File: config.mk
export PLATFORM = sky130hd
export DESIGN_NAME = rpc_mac
export DESIGN_NICKNAME = d
export VERILOG_FILES = /design/src/hdl/rpc_pkg.sv /design/src/hdl/rpc_mac.sv
export SDC_FILE = /design/constraint.sdc
export NUM_CORES = 2
export LEC_CHECK = 0
export ABC_CLOCK_PERIOD_IN_PS = 4400
export BUFFER_PORTS_ARGS = -buffer_cell sky130_fd_sc_hd__buf_2
export CAP_MARGIN = 20
export CORE_MARGIN = 3
export CORE_UTILIZATION = 35
export CTS_CLUSTER_SIZE = 8
export DETAILED_ROUTE_END_ITERATION = 6
export SETUP_SLACK_MARGIN = 0.3
export SYNTH_ARGS = -nofsm -noshare
export SYNTH_HDL_FRONTEND = slang
export SYNTH_SLANG_ARGS = --single-unit
File: constraint.sdc
create_clock -name clk -period 4.4 [get_ports clk]
set_input_delay 0.66 -clock clk [delete_from_list [all_inputs] [get_ports clk]]
set_output_delay 0.66 -clock clk [all_outputs]
set_load 0.02 [all_outputs]
File: src/hdl/rpc_pkg.sv
// ----------------------------------------------------------------------------
// RST polynomial controller package
// Shared types, codes and sizes for the controller datapath and sequencer.
// ----------------------------------------------------------------------------
package rpc_pkg;

    localparam int RPC_MAX_TAPS = 16;
    localparam int DATA_W       = 32;
    localparam int PROD_W       = 2 * DATA_W;
    localparam int ACC_W        = 56;
    localparam int FRAC_W       = 16;
    localparam int LEN_W        = 5;
    localparam int CFG_IDX_W    = 2;

    localparam logic OP_TICK  = 1'b0;
    localparam logic OP_WRITE = 1'b1;

    localparam logic [CFG_IDX_W-1:0] REG_LEN_F = 2'd0;
    localparam logic [CFG_IDX_W-1:0] REG_LEN_G = 2'd1;
    localparam logic [CFG_IDX_W-1:0] REG_LEN_R = 2'd2;

    typedef enum logic [1:0] {
        TBL_F = 2'd0,
        TBL_G = 2'd1,
        TBL_R = 2'd2
    } tbl_t;

    typedef enum logic [2:0] {
        ST_IDLE,
        ST_R,
        ST_G,
        ST_F,
        ST_FLUSH,
        ST_OUT
    } state_t;

    typedef struct packed {
        logic en;
        tbl_t tbl;
    } rd_req_t;

    typedef struct packed {
        logic valid;
        logic sub;
        logic clr;
    } mac_ctl_t;

endpackage

File: src/hdl/rpc_mac.sv
// ----------------------------------------------------------------------------
// RST multiply-accumulate unit
// Shared Q16.16 multiplier with floor rescale, wide accumulator and
// 32-bit saturation of the running sum.
// ----------------------------------------------------------------------------
module rpc_mac
    import rpc_pkg::*;
(
    input  logic                     clk,
    input  logic                     rst_n,
    input  mac_ctl_t                 ctl,
    input  logic signed [DATA_W-1:0] coef,
    input  logic signed [DATA_W-1:0] sample,
    output logic                     busy,
    output logic signed [DATA_W-1:0] drive,
    output logic                     saturated
);

    logic signed [PROD_W-1:0] prod_reg;
    logic                     p_valid_reg;
    logic                     p_sub_reg;
    logic signed [ACC_W-1:0]  acc_reg;
    logic signed [PROD_W-1:0] term_wide;
    logic signed [ACC_W-1:0]  term;
    logic [ACC_W-DATA_W:0]    acc_top;

    always_ff @(posedge clk or negedge rst_n)
    begin
        if (!rst_n)
        begin
            p_valid_reg <= 1'b0;
            p_sub_reg   <= 1'b0;
        end
        else
        begin
            p_valid_reg <= ctl.valid;
            p_sub_reg   <= ctl.sub;
        end
    end

    always_ff @(posedge clk)
    begin
        prod_reg <= coef * sample;
    end

    // floor rescale of the Q32.32 product
    assign term_wide = prod_reg >>> FRAC_W;
    assign term      = term_wide[ACC_W-1:0];

    always_ff @(posedge clk)
    begin
        if (ctl.clr)
        begin
            acc_reg <= '0;
        end
        else if (p_valid_reg)
        begin
            acc_reg <= p_sub_reg ? (acc_reg - term) : (acc_reg + term);
        end
    end

    assign acc_top   = acc_reg[ACC_W-1:DATA_W-1];
    assign saturated = !((&acc_top) || !(|acc_top));
    assign busy      = p_valid_reg;

    always_comb
    begin
        if (!saturated)
        begin
            drive = acc_reg[DATA_W-1:0];
        end
        else if (acc_reg[ACC_W-1])
        begin
            drive = {1'b1, {(DATA_W-1){1'b0}}};
        end
        else
        begin
            drive = {1'b0, {(DATA_W-1){1'b1}}};
        end
    end

endmodule

## Word level (Yosys, flattened, before mapping)

Index checks and enable logic that the tools add are counted.
Widths: inputs -> output; s select.

- Flip-flop bits (word level): 122
- Input bits: 69
- Output and inout bits: 34
- Word-level logic and storage cells: 15

- Add/sub/neg operators: 2
- Multipliers: 1
- Muxes and demuxes: 3
- Reductions and logical operators: 5

Operator list:

| cell | number |
|---|---|
| $mul 32x32->64 | 1 |
| $mux 32 | 2 |
| $add 56x48->56 | 1 |
| $mux 56 | 1 |
| $sub 56x48->56 | 1 |
| $reduce_and 25->1 | 1 |
| $reduce_or 25->1 | 1 |
| $logic_not 1->1 | 2 |
| $logic_or 1x1->1 | 1 |

## Depth between registers and ports, before layout

- Word-level depth: 4
- Gate-level depth with buffers: 31

## Worst setup path before layout

No wires, ideal clock.

- Kind: input-to-reg
- Start point: in coef[31]
- End point: reg prod_reg[60]
- Library setup time: 72 ps
- Arrival time: 8044 ps
- Data required time: 4328 ps
- Setup slack: -3716 ps
- Cell stages on the path: 28
- Buffers on the path: 1
- Cells stage by stage: clkbuf_1 > nand2_1 > inv_1 > fa_1 > inv_1 > fa_1 > inv_1 > fa_1 > fa_1 > inv_1 > fa_1 > inv_1 > fa_1 > inv_1 > fa_1 > inv_1 > fa_1 > ha_1 > a21oi_1 > o21ai_0 > a221o_1 > a21oi_1 > inv_1 > a41o_1 > a21bo_2 > a21o_1 > a21oi_1 > xnor2_1

- Cells in the longest elaborated chain, start to end: 1

Ends and longest elaborated chain:

| element | RTL line | RTL |
|---|---|---|
| from (decl) | rpc_mac.sv:12 | `input logic signed [DATA_W-1:0] coef,` |
| $mul 32x32->64 | rpc_mac.sv:43 | `prod_reg <= coef * sample;` |
| to (signal assigned) | rpc_mac.sv:43 |  |
| to (decl) | rpc_mac.sv:19 | `logic signed [PROD_W-1:0] prod_reg;` |

Every way passes these cells.
A chain may end at the register's enable or synchronous reset.

## Final worst setup path

- Start point: in sample[18]
- End point: reg prod_reg[52]

- Cells in the longest elaborated chain, start to end: 1

Ends and longest elaborated chain:

| element | RTL line | RTL |
|---|---|---|
| from (decl) | rpc_mac.sv:13 | `input logic signed [DATA_W-1:0] sample,` |
| $mul 32x32->64 | rpc_mac.sv:43 |  |

Every way passes these cells.

==> results list <==
- Primary FF master, synth: sky130_fd_sc_hd__dfxtp_1
- The root buffer cell chosen for the clock tree is sky130_fd_sc_hd__clkbuf_16.
* Area taken by flip-flops and latches: 2136 µm²
- On the critical path, the stage with the largest delay is an instance of sky130_fd_sc_hd__fa_1.
* Area fraction of the dominant cell type after synthesis: 0.5034
* Area growth from synthesis to layout: 27.46%
* Post-Route Skew: 0.01286 ns
- CP Data Required Time: 4.67 ns
* TritonCTS clock tree: built
- Detailed routing placed a total of 10290 µm of wire on met3.
- Count of hold buffers inserted by post-cts repair: 0
- Die ar.: 127200 µm²
- Number of standard cells in the layout, taps in and fillers out: 7051
- Cells taking the most area after synthesis: sky130_fd_sc_hd__fa_1 50%, sky130_fd_sc_hd__inv_1 9.1%, sky130_fd_sc_hd__and2_1 7.1%
* Endpoint kind of the worst setup timing path: flip-flop
* DPL Wire Length: 108300 µm
- Cell accounting for the most synthesized area: sky130_fd_sc_hd__fa_1
* Finish-stage setup viols: 61
- Clock-pin slew reported for the worst setup and hold paths after clock tree synthesis: 0.08 ns
* Worst rel slew slack: 0.4707
- Post-route core utilization: 0.4500
* Count of buffer and inverter cells on the critical path: 6
- Number of slew-limit violations in the final report: 0
* Violated checks: setup timing
- Ratio of cells with drive above 1 in the final layout: 0.2508
* # DRC: 0
* Antenna violations before repair: 5
- The register with the most flip-flops in the layout has 56 of them.
* Horiz. Die Dim: 356.6 µm
- The via count of the first global-routing pass is 36.18k.
- The detail route stage leaves a number of antenna-violating nets equal to 0.
- The worst setup path is of the in2reg kind.
- Die extent in y: 356.6 µm
- Sequential-to-total area share from yosys stat: 0.04954
- Counting the fill cells in the layout gives 11.48k.
- Depth of the CTS H-tree: 3
- Number of I/O pins: 103
* Routed met2 length: 56730 µm
* Number of cells produced by synthesis: 4747
* Worst setup timing slack at the placement stage: -3.744 ns
- Met1 Routed Length: 58530 µm
* Max cap viols: 0
* Number of DRC violations after detailed-routing iteration 0: 1838
- The smallest clock period supported by the final layout is computed as 7.339 ns.
- No sink is reached through more buffers than the 2 on the longest clock path.
- RSZ-0062 raised after global routing: true
* Ys Warns: 0
* Wire length of the first global-routing pass: 202200 µm
- At the end of routability-driven placement, the weighted congestion stood at 0.8976.
- Number of port buffers: 102
- Placement row count: 128
* Max FO, Critical Path: 10
- Run status: finished with violations
- Once placement completed, the tool counted placed cells totaling 6878.
- The detailed router placed 33.69k vias in this run.
* Per-cell routed wire length: 18.15 µm
- Static timing analysis puts the maximum clock frequency at 136.3 MHz.
- Total clock buffers created by CTS: 9
- For this configuration, the core starts out at a cell density of 0.3531.
* Total routing resource utilization after global routing: 0.2021
- In the finished design, the share of the clock period the worst path needs comes to 1.668.
- Leaving out fill and tap cells, the most frequent cell in the layout is sky130_fd_sc_hd__fa_1.
- The highest metal layer carrying signal wires in the routed design is met5.
- Most frequent cell on the critical path: sky130_fd_sc_hd__fa_1
- For this block, the routed nets add up to 128000 µm of wire.
- The number of nets handed over by synthesis was 6134.
* Delay of the slowest cell on the worst path: 0.59 ns
* Yosys reg bits: 106
- Maximum number of pins on one net before global-route repair: 57
* Area used by multi-input combinational logic: 38160 µm²
- Latest clock arrival within the worst-skew pair: 0.37 ns
- The number of hold violations in the final report is 0.
- Most frequent cells in the layout: 1019 x sky130_fd_sc_hd__fa_1, 1001 x sky130_fd_sc_hd__inv_1, 644 x sky130_fd_sc_hd__buf_4
* Count of cell types in the netlist: 84
- Number of optimization iterations in the first detailed-route pass: 7
* Path type of the worst min-delay path: in2async
- Data arrives at the worst endpoint at 7.61 ns.
- Dividing the synthesized area by the synthesized cell count gives 9.065 µm².
- At the pin with the least slew margin, the transition time is 0.7939 ns.
- Least setup slack across all paths after layout: -2.939 ns
* Number of nets in the finished design: 6805
- Cell family with the largest share of critical-path delay: adder cells
* Avg Vias per Cell: 4.778
* Share of flip-flops with an asynchronous set or reset after synthesis: 0.01887
- Number of sinks on the clock net: 106
- Final global-route overflow total: 0
- Element type at the critical path start: input port
* Placeable Area: 121900 µm²
- Summed instance area of the synthesized netlist: 43030 µm²
* Cell-by-cell listing of the critical path: buf_12 > buf_4 > bufbuf_16 > nand2_1 > fa_1 > fa_1 > inv_1 > fa_1 > fa_1 > fa_1 > fa_1 > fa_1 > fa_1 > ha_1 > buf_4 > a21o_1 > a21o_1 > a21oi_1 > a211o_1 > a211oi_2 > a221oi_4 > o31a_1 > buf_4 > xnor2_2
- Yosys mapped a number of flops with a built-in enable equal to 0.
==> what timing repair did <==
action                                  CTS  global route
resized for setup                       343           290
pin swaps                               202           201
setup buffers                            74            67
endpoints found under the setup margin   74            81
gates cloned                              9             4
==> worst paths after layout <==
kind,start,to,slack [ns],cells after the start
worst max-delay path,sample[18],prod_reg[52],-2.94,24
worst min-delay path,rst_n,p_sub_reg,0.05,1
worst max register to register,prod_reg[26],acc_reg[55],-0.37,24
worst min register to register,acc_reg[0],acc_reg[0],0.48,2
max in group asynchronous,rst_n,busy,4.25,1
min in group clk,ctl[1],p_sub_reg,0.39,1
==> cells by family (layout without fill, tap and decap cells) <==
family          count (synthesis)  after routing  share of synthesized area
fa+ha+maj                    1318           1318                     0.5720
simple gates                 1425           1425                     0.1652
xor+xnor                      153            153                    0.03114
other cells                     0              3                          0
flops                         106            106                    0.04955
mux                            33             33                   0.007967
buf+inv                      1285           1961                     0.1132
compound gates                427            427                    0.06094
==> synth_stat cells, drive strengths merged, types with 13 or more instances <==
cell type and n:
nor4 13, nand4 25, o21ai 102, nor2 166, dfxtp 104, inv 1048
clkbuf 231, nand2b 23, nand3 19, a211oi 13, nor2b 17, ha 236
nor3 44, nand2 576, and2 492, mux2i 33, o21bai 16, xor2 23
fa 1082, and3 15, a21o 49, xnor2 130, a21oi 159
==> cell type report <==
cell class / instances / share of cell area
well taps: 1625 / 0.03707
diodes: 3 / 0.0001369
clock buffers: 9 / 0.004106
repair buffers: 897 / 0.1505
flip-flops and latches: 106 / 0.03894
clock inverters: 7 / 0.001688
multi-input cells: 3356 / 0.6958
inverters: 1048 / 0.07183
==> per-stage QoR <==
stage	setup TNS (ns)	hold slack [ns]	cell area, µm²
2_1_floorplan	-110.55	0.3644	44050
3_3_place_gp	-153.70	0.4443	50480
3_5_place_dp	-156.67	0.4486	50480
4_1_cts	-118.65	0.03329	53000
5_1_grt	-134.27	0.03260	54840
6_report	-121.76	0.05044	54850
==> routing by layer <==
metal	vias up	global-route usage
met5	-	0
met1	17230	0.2901
met3	124	0.04555
li1	15406	-
met2	922	0.3146
met4	6	0.03795
Power is left out: the tool's default activity adds up to more than one toggle a clock period on the data nets, which glitch-free logic cannot reach.
