==> src/hdl/rpc_pkg.sv <==
// ----------------------------------------------------------------------------
// RST polynomial controller package
// Shared types, codes and sizes for the controller datapath and sequencer.
// ----------------------------------------------------------------------------
package rpc_pkg;

    localparam int RPC_MAX_TAPS = 16;
    localparam int DATA_W       = 32;
    localparam int PROD_W       = 2 * DATA_W;
    localparam int ACC_W        = 56;
    localparam int FRAC_W       = 16;
    localparam int LEN_W        = 5;
    localparam int CFG_IDX_W    = 2;

    localparam logic OP_TICK  = 1'b0;
    localparam logic OP_WRITE = 1'b1;

    localparam logic [CFG_IDX_W-1:0] REG_LEN_F = 2'd0;
    localparam logic [CFG_IDX_W-1:0] REG_LEN_G = 2'd1;
    localparam logic [CFG_IDX_W-1:0] REG_LEN_R = 2'd2;

    typedef enum logic [1:0] {
        TBL_F = 2'd0,
        TBL_G = 2'd1,
        TBL_R = 2'd2
    } tbl_t;

    typedef enum logic [2:0] {
        ST_IDLE,
        ST_R,
        ST_G,
        ST_F,
        ST_FLUSH,
        ST_OUT
    } state_t;

    typedef struct packed {
        logic en;
        tbl_t tbl;
    } rd_req_t;

    typedef struct packed {
        logic valid;
        logic sub;
        logic clr;
    } mac_ctl_t;

endpackage

==> src/hdl/rpc_hist_mem.sv <==
// ----------------------------------------------------------------------------
// RST history ring
// Reference, measurement and drive delay lines kept as ring buffers with a
// shared slot valid vector; one registered read per cycle.
// ----------------------------------------------------------------------------
module rpc_hist_mem
    import rpc_pkg::*;
#(
    parameter int MAX_TAPS = RPC_MAX_TAPS,
    parameter int IDX_W    = (MAX_TAPS > 1) ? $clog2(MAX_TAPS) : 1
)
(
    input  logic                     clk,
    input  logic                     rst_n,
    input  logic                     smp_wr_en,
    input  logic [IDX_W-1:0]         smp_wr_addr,
    input  logic signed [DATA_W-1:0] smp_ref,
    input  logic signed [DATA_W-1:0] smp_meas,
    input  logic                     drv_wr_en,
    input  logic [IDX_W-1:0]         drv_wr_addr,
    input  logic signed [DATA_W-1:0] drv_data,
    input  rd_req_t                  rd,
    input  logic [IDX_W-1:0]         rd_addr,
    output logic signed [DATA_W-1:0] rd_data
);

    logic signed [DATA_W-1:0] ref_mem  [MAX_TAPS];
    logic signed [DATA_W-1:0] meas_mem [MAX_TAPS];
    logic signed [DATA_W-1:0] drv_mem  [MAX_TAPS];
    logic [MAX_TAPS-1:0]      vld_reg;
    logic signed [DATA_W-1:0] rd_data_reg;

    always_ff @(posedge clk or negedge rst_n)
    begin
        if (!rst_n)
        begin
            vld_reg <= '0;
        end
        else if (smp_wr_en)
        begin
            vld_reg[smp_wr_addr] <= 1'b1;
        end
    end

    always_ff @(posedge clk)
    begin
        if (smp_wr_en)
        begin
            ref_mem[smp_wr_addr]  <= smp_ref;
            meas_mem[smp_wr_addr] <= smp_meas;
        end
        if (drv_wr_en)
        begin
            drv_mem[drv_wr_addr] <= drv_data;
        end
    end

    always_ff @(posedge clk)
    begin
        if (rd.en)
        begin
            unique case (rd.tbl)
                TBL_R:   rd_data_reg <= vld_reg[rd_addr] ? ref_mem[rd_addr] : '0;
                TBL_G:   rd_data_reg <= vld_reg[rd_addr] ? meas_mem[rd_addr] : '0;
                TBL_F:   rd_data_reg <= vld_reg[rd_addr] ? drv_mem[rd_addr] : '0;
                default: rd_data_reg <= '0;
            endcase
        end
    end

    assign rd_data = rd_data_reg;

endmodule

==> config.mk <==
export PLATFORM = sky130hd
export DESIGN_NAME = rpc_hist_mem
export DESIGN_NICKNAME = d
export VERILOG_FILES = /design/src/hdl/rpc_pkg.sv /design/src/hdl/rpc_hist_mem.sv
export SDC_FILE = /design/constraint.sdc
export NUM_CORES = 1
export LEC_CHECK = 0
export BUFFER_PORTS_ARGS = -buffer_cell sky130_fd_sc_hd__buf_2
export CAP_MARGIN = 0
export CORE_AREA = 2 2 419 421
export CTS_BUF_LIST = sky130_fd_sc_hd__clkbuf_8
export DETAILED_ROUTE_END_ITERATION = 10
export DIE_AREA = 0 0 421 423
export SYNTH_ARGS = -nofsm -noshare
export SYNTH_HDL_FRONTEND = slang
export SYNTH_SLANG_ARGS = --single-unit
==> constraint.sdc <==
create_clock -name clk -period 2.5 [get_ports clk]
set_input_delay 0.125 -clock clk [delete_from_list [all_inputs] [get_ports clk]]
set_output_delay 0.125 -clock clk [all_outputs]
set_load 0.02 [all_outputs]
After elaboration in Yosys (flattened, before gate mapping) --
Memories as Yosys holds them, arrays and structs flattened. Cells that the tools add are included.
Word-level totals: bits in read-only memories 0, memories 3, input port bits 115, output and inout bits 32, bits in latches 0, memory bits (writable) 1536, flip-flop bits (word level) 48, word-level logic and storage cells 25
Memories:
- drv_mem | words 16, bits a word 32, read ports 1, clocked after Yosys merged registers in 0, write ports 1, line rpc_hist_mem.sv:29 | logic signed [DATA_W-1:0] drv_mem [MAX_TAPS];
- meas_mem | words 16, bits a word 32, read ports 1, clocked after Yosys merged registers in 0, write ports 1, line rpc_hist_mem.sv:28 | logic signed [DATA_W-1:0] meas_mem [MAX_TAPS];
- ref_mem | words 16, bits a word 32, read ports 1, clocked after Yosys merged registers in 0, write ports 1, line rpc_hist_mem.sv:27 | logic signed [DATA_W-1:0] ref_mem [MAX_TAPS];
Operators by class: shift operators 0, add/subtract/negate cells 0, muxes and demuxes 12, bitwise logic cells 1, eq/ne operators 2, div/mod/pow operators 0, $lt $le $gt $ge 3, multipliers 0, reduce and logical (&&, ||, !) cells 2
Operators with widths (number):
- $mux 32 | 3
- $pmux 32 s3 | 1
- $or 16x16->16 | 1
- $lt 4x5->1 const B | 2
- $mux 1 | 6
- $bmux 1 s4 | 1
- $demux 1 s4 | 1
- $ge 4x1->1 const B | 1
- $eq 2x1->1 const B | 1
- $eq 2x2->1 const B | 1
- $logic_not 2->1 | 1
- $logic_and 1x1->1 | 1

Longest topological paths before layout --
word-level depth 5, depth in mapped cells 10, depth with buffers taken out 5

Worst setup path before layout --
No wires, ideal clock.
path kind input-to-reg, start point in smp_wr_addr[3], end point reg vld_reg[0], slack -3.115 ns, setup time 0.092 ns, data required time 2.408 ns, cell stages on the path 3, arrival time 5.523 ns, cell sequence or3b_2 nor3_1 or2_2
On the way: word-level cells in the longest chain between the ends 5, elaborated cells between the ends (all ways) 6, classes of those cells order compare (2); mux (2); bitwise (1); reduce/logical (1)
Ends and longest elaborated chain:
- start: declaration | line rpc_hist_mem.sv:16 | input logic [IDX_W-1:0] smp_wr_addr,
- $lt 4x5->1 (implied by the code) / $ge 4x1->1 (equally long branches) | line rpc_hist_mem.sv:41 | vld_reg[smp_wr_addr] <= 1'b1;
- $logic_and 1x1->1 (implied by the code) | line rpc_hist_mem.sv:41
- $mux 1 (implied by the code) | line rpc_hist_mem.sv:41
- $demux 1 s4 * | line rpc_hist_mem.sv:41
- $or 16x16->16 (no line) *
- end signal: assignment | line rpc_hist_mem.sv:37 | vld_reg <= '0;
- end signal: indexed assignment | line rpc_hist_mem.sv:41
- end: declaration | line rpc_hist_mem.sv:30 | logic [MAX_TAPS-1:0] vld_reg;
Every way passes the cells marked *; elsewhere a longest branch is shown, timed or not. A chain may end at the register's enable or synchronous reset.

Final worst setup path --
start point in rd[1] in the netlist's numbering, end point reg rd_data_reg[24] (netlist: rd_data[24]) (data pin)
On the way: word-level cells in the longest chain between the ends 2, elaborated cells between the ends (all ways) 4, classes of those cells eq/ne (2); mux (1); reduce/logical (1)
Ends and longest elaborated chain:
- start: declaration | line rpc_hist_mem.sv:22 | input rd_req_t rd,
- $eq 2x1->1 (tied with other cells) | line rpc_hist_mem.sv:62 | unique case (rd.tbl)
- $pmux 32 s3 * | line rpc_hist_mem.sv:62
- end signal: assignment | line rpc_hist_mem.sv:63 | TBL_R: rd_data_reg <= vld_reg[rd_addr] ? ref_mem[rd_addr] : '0;
- end signal: assignment | line rpc_hist_mem.sv:64 | TBL_G: rd_data_reg <= vld_reg[rd_addr] ? meas_mem[rd_addr] : '0;
- end signal: assignment | line rpc_hist_mem.sv:65 | TBL_F: rd_data_reg <= vld_reg[rd_addr] ? drv_mem[rd_addr] : '0;
- end: declaration | line rpc_hist_mem.sv:31 | logic signed [DATA_W-1:0] rd_data_reg;
Marked as above.

==> impl_metrics.env <==
export IMPL_status="finished, final reports clean"
export IMPL_synth_edf_count=1568
export IMPL_synth_seq_cells=1584
export IMPL_grt_pass1_vias=31100
export IMPL_drc=0
export IMPL_regArea_um2=47500
export IMPL_rsz0062_at_grt="no"
export IMPL_synthTopCellsByCount="edfxtp_1 (1,568), mux4_2 (303), mux2i_1 (180)"
export IMPL_cap_viol_max_count=0
export IMPL_final_core_util=0.412
export IMPL_p_leak_uw=0.0231
export IMPL_cp_required_ns=3.19
export IMPL_synth_most_common_cell="edfxtp_1"
export IMPL_core_um2=173000
export IMPL_routedWlPerCell_um=26.5
export IMPL_worst_setup_path_type="input pin to register"
export IMPL_vias=29900
export IMPL_start_util=0.349
export IMPL_synthArstFlopShare=0.0101
export IMPL_startpoint="rd[1]"
export IMPL_hold_viol_final=0
export IMPL_grt_pass1_wl_um=222000
export IMPL_ioPinCount=147
export IMPL_synth_xor_area_frac=0
export IMPL_synth_area_leaders="edfxtp_1 (78%), mux4_2 (11%), mux2i_1 (3.0%)"
export IMPL_post_route_period_util=0.954
export IMPL_clock_tree_root_cell="clkbuf_8"
export IMPL_powerDensity_nw_per_um2=738
export IMPL_vias_per_cell=5.17
export IMPL_synthAdderAreaFrac=0
export IMPL_synth_flop_cell="edfxtp_1"
export IMPL_power_switching_uw=11900
export IMPL_critPathCaptureType="register"
export IMPL_netlist_area_leader_share=0.778
export IMPL_pwr_share_comb=0.063
export IMPL_fin_crit_ns=2.38
export IMPL_power_share_clock=0.367
export IMPL_rows=153
export IMPL_cts_setup_buffers=0
export IMPL_area_growth_pct=17.9
export IMPL_cp_data_arrival_time_ns=3.07
export IMPL_path_clk_slew_ns=0.06
export IMPL_p_int_uw=40800
export IMPL_skew_ns=0.0453
export IMPL_tightest_slew_ns=0.884
export IMPL_hp_class="input pin to register"
export IMPL_port_buffers=146
export IMPL_slew_viol_final=0
export IMPL_max_clock_freq_mhz=419
export IMPL_setup_violations=0
export IMPL_die_w_um=421
export IMPL_die_y_um=423
export IMPL_synth_compound_area_frac=0.0339
export IMPL_drt_iter0_drc=3029
export IMPL_dp_hpwl_um=91800
export IMPL_crit_path_end="rd_data[24]$_DFFE_PP_"
export IMPL_slew_headroom=0.411
export IMPL_drt_wl_total_um=154000
export IMPL_syn_instance_count=2728
export IMPL_reg_top3="drv_mem: 512 flops, meas_mem: 512 flops, ref_mem: 512 flops"
export IMPL_yosysTopAreaCell="edfxtp_1"
export IMPL_ir_drop_mv=0.507
export IMPL_r2r_cells=4
export IMPL_multiInputGateArea_um2=12300
export IMPL_die_area_um2=178000
export IMPL_place_congestion=0.769
export IMPL_swShare=0.226
export IMPL_grt_max_degree=66
export IMPL_clockBufferDepth=3
export IMPL_fill_cells=15100
export IMPL_cts_tree="done"
export IMPL_antenna_left=0
export IMPL_grt_ovfl_total=0
export IMPL_dpl_cell_count=5245
export IMPL_timing_rr_start="vld_reg[3]$_DFFE_PN0P_"
export IMPL_synth_mux_area_frac=0.146
export IMPL_clkLatencyLatePin_ns=0.95
export IMPL_synth_simple_gate_area_share=0.0184
export IMPL_yosys_warnings=0
export IMPL_firstDrtPassIters=6
export IMPL_pwr_share_seq=0.570
export IMPL_final_nets=3382
export IMPL_synth_avg_cell_area_um2=22.2
export IMPL_synth_fp_nets=2843
export IMPL_track_usage=0.171
export IMPL_h_tree_depth=4
export IMPL_synth_cell_types=62
export IMPL_antenna_found_initial=23
export IMPL_seq_area_frac_synth=0.785
export IMPL_instances_no_fill=5793
export IMPL_reg2reg_slack_ns=0.16
export IMPL_netlist_area_um2=60500
export IMPL_critical_path_max_fanout=18
export IMPL_synth_top_family_by_area="multiplexers"
export IMPL_cts_sinks=1584
export IMPL_setup_worst_path_start_class="input pin"
export IMPL_r2r_end="rd_data[24]$_DFFE_PP_"
export IMPL_drive_gt1_frac=0.296
export IMPL_numCtsBuffers=230
-- repair_timing --
action | 4_1_cts | 5_1_grt
hold buffers | 115 | 0
endpoints found under the hold margin | 2203 | 0
gates resized for setup | 0 | 0
-- stage by stage --
| stage | TNS [ns] | power (uW) | hold slack (ns) | worst slack [ns] | instance area (um2) |
|---|---|---|---|---|---|
| 2_1_floorplan | -677.53 | 32300 | -0.171 | -1.06 | 60600 |
| 3_3_place_gp | -0.791 | 33700 | 0.0529 | -0.348 | 65900 |
| 3_5_place_dp | -0.758 | 33800 | 0.0534 | -0.318 | 65900 |
| 4_1_cts | 0 | 53200 | 0.0111 | 0.156 | 71300 |
| 5_1_grt | 0 | 54500 | 0.0598 | 0.0952 | 71400 |
| 6_report | 0 | 52700 | 0.0988 | 0.115 | 71400 |
-- power by group through the flow --
stage	sequential (uW)	combinational, uW	clock, uW
finish	30100	3330	19300
global route	30100	3550	20900
CTS	30100	3380	19800
detailed placement	30600	3190	0
global placement	30600	3150	0
floorplan	30600	1660	0
-- logic make-up after synthesis --
logic type / Yosys count
AOI/OAI and AO/OA: 286
DFF: 1584
muxes: 501
buffers and inverters: 154
and+or+nand+nor: 203
-- layer usage --
metal | global-route usage | routed length [um]
met5 | 0 | 102
met4 | 0.0437 | 3230
met3 | 0.0370 | 10100
met2 | 0.287 | 76400
met1 | 0.226 | 63900
-- layout by cell type, fill, tap and decap left out, types with 6 or more instances in the layout --
cell type      Yosys  final
bufinv_16          0      8
a41oi_1           19     19
o22ai_1           80     80
o211ai_1          10     10
inv_6              0      6
dlygate4sd3_1      0    115
buf_12             7     75
a222oi_1           7      7
mux2i_1          180    180
edfxtp_1        1568   1568
nor2_4             0     24
mux4_2           303    303
nor3_4             0      8
a21oi_1           19     19
inv_1              3     69
clkinv_2           0     40
nor2_1            46     22
buf_2             55    142
nand3b_1           6      6
mux2_2            17     17
o21ai_0           24     24
or2_2             18     18
nand2b_1           6      6
clkbuf_8           0    233
a22oi_1           37     37
a221oi_1          25     25
nor3_1            43     35
nand2_1           36     35
dfrtp_1           16     16
o21a_1            16     16
o21ai_1            6      6
buf_4             21    123
a31oi_1            6      6
diode_2            0      9
or3_1              7      7
clkinv_1           0     64
a22o_1            24     24
-- critical path, cell delays in order --
cell,delay (ns)
dlygate4sd3_1,0.59
buf_2,0.37
or4b_2,0.47
o22ai_1,0.15
o21ai_0,0.32
nand2_1,0.11
o311a_1,0.36
dlygate4sd3_1,0.56
-- final cells by class --
cell class              instances  share of cell area
repair buffers                458              0.0607
clock buffers                 233              0.0449
multi-input cells             990               0.173
inverters                       3            0.000158
clock inverters               191              0.0148
flip-flops and latches       1584               0.665
well taps                    2325              0.0408
diodes                          9            0.000316
-- worst min path at each step --
| stage | slack [ns] | from | to | cells after the start |
|---|---|---|---|---|
| global route | 0.06 | smp_meas[10] | meas_mem[10][10]$_DFFE_PP_ | 2 |
| global placement | 0.05 | rst_n | vld_reg[4]$_DFFE_PN0P_ | 1 |
| detailed placement | 0.05 | rst_n | vld_reg[4]$_DFFE_PN0P_ | 1 |
| finish | 0.1 | rd_addr[1] | rd_data[26]$_DFFE_PP_ | 5 |
| CTS | 0.01 | smp_ref[15] | ref_mem[11][15]$_DFFE_PP_ | 2 |
| floorplan | -0.17 | rst_n | vld_reg[0]$_DFFE_PN0P_ | 0 |
Power figures use the tool's default switching activity.
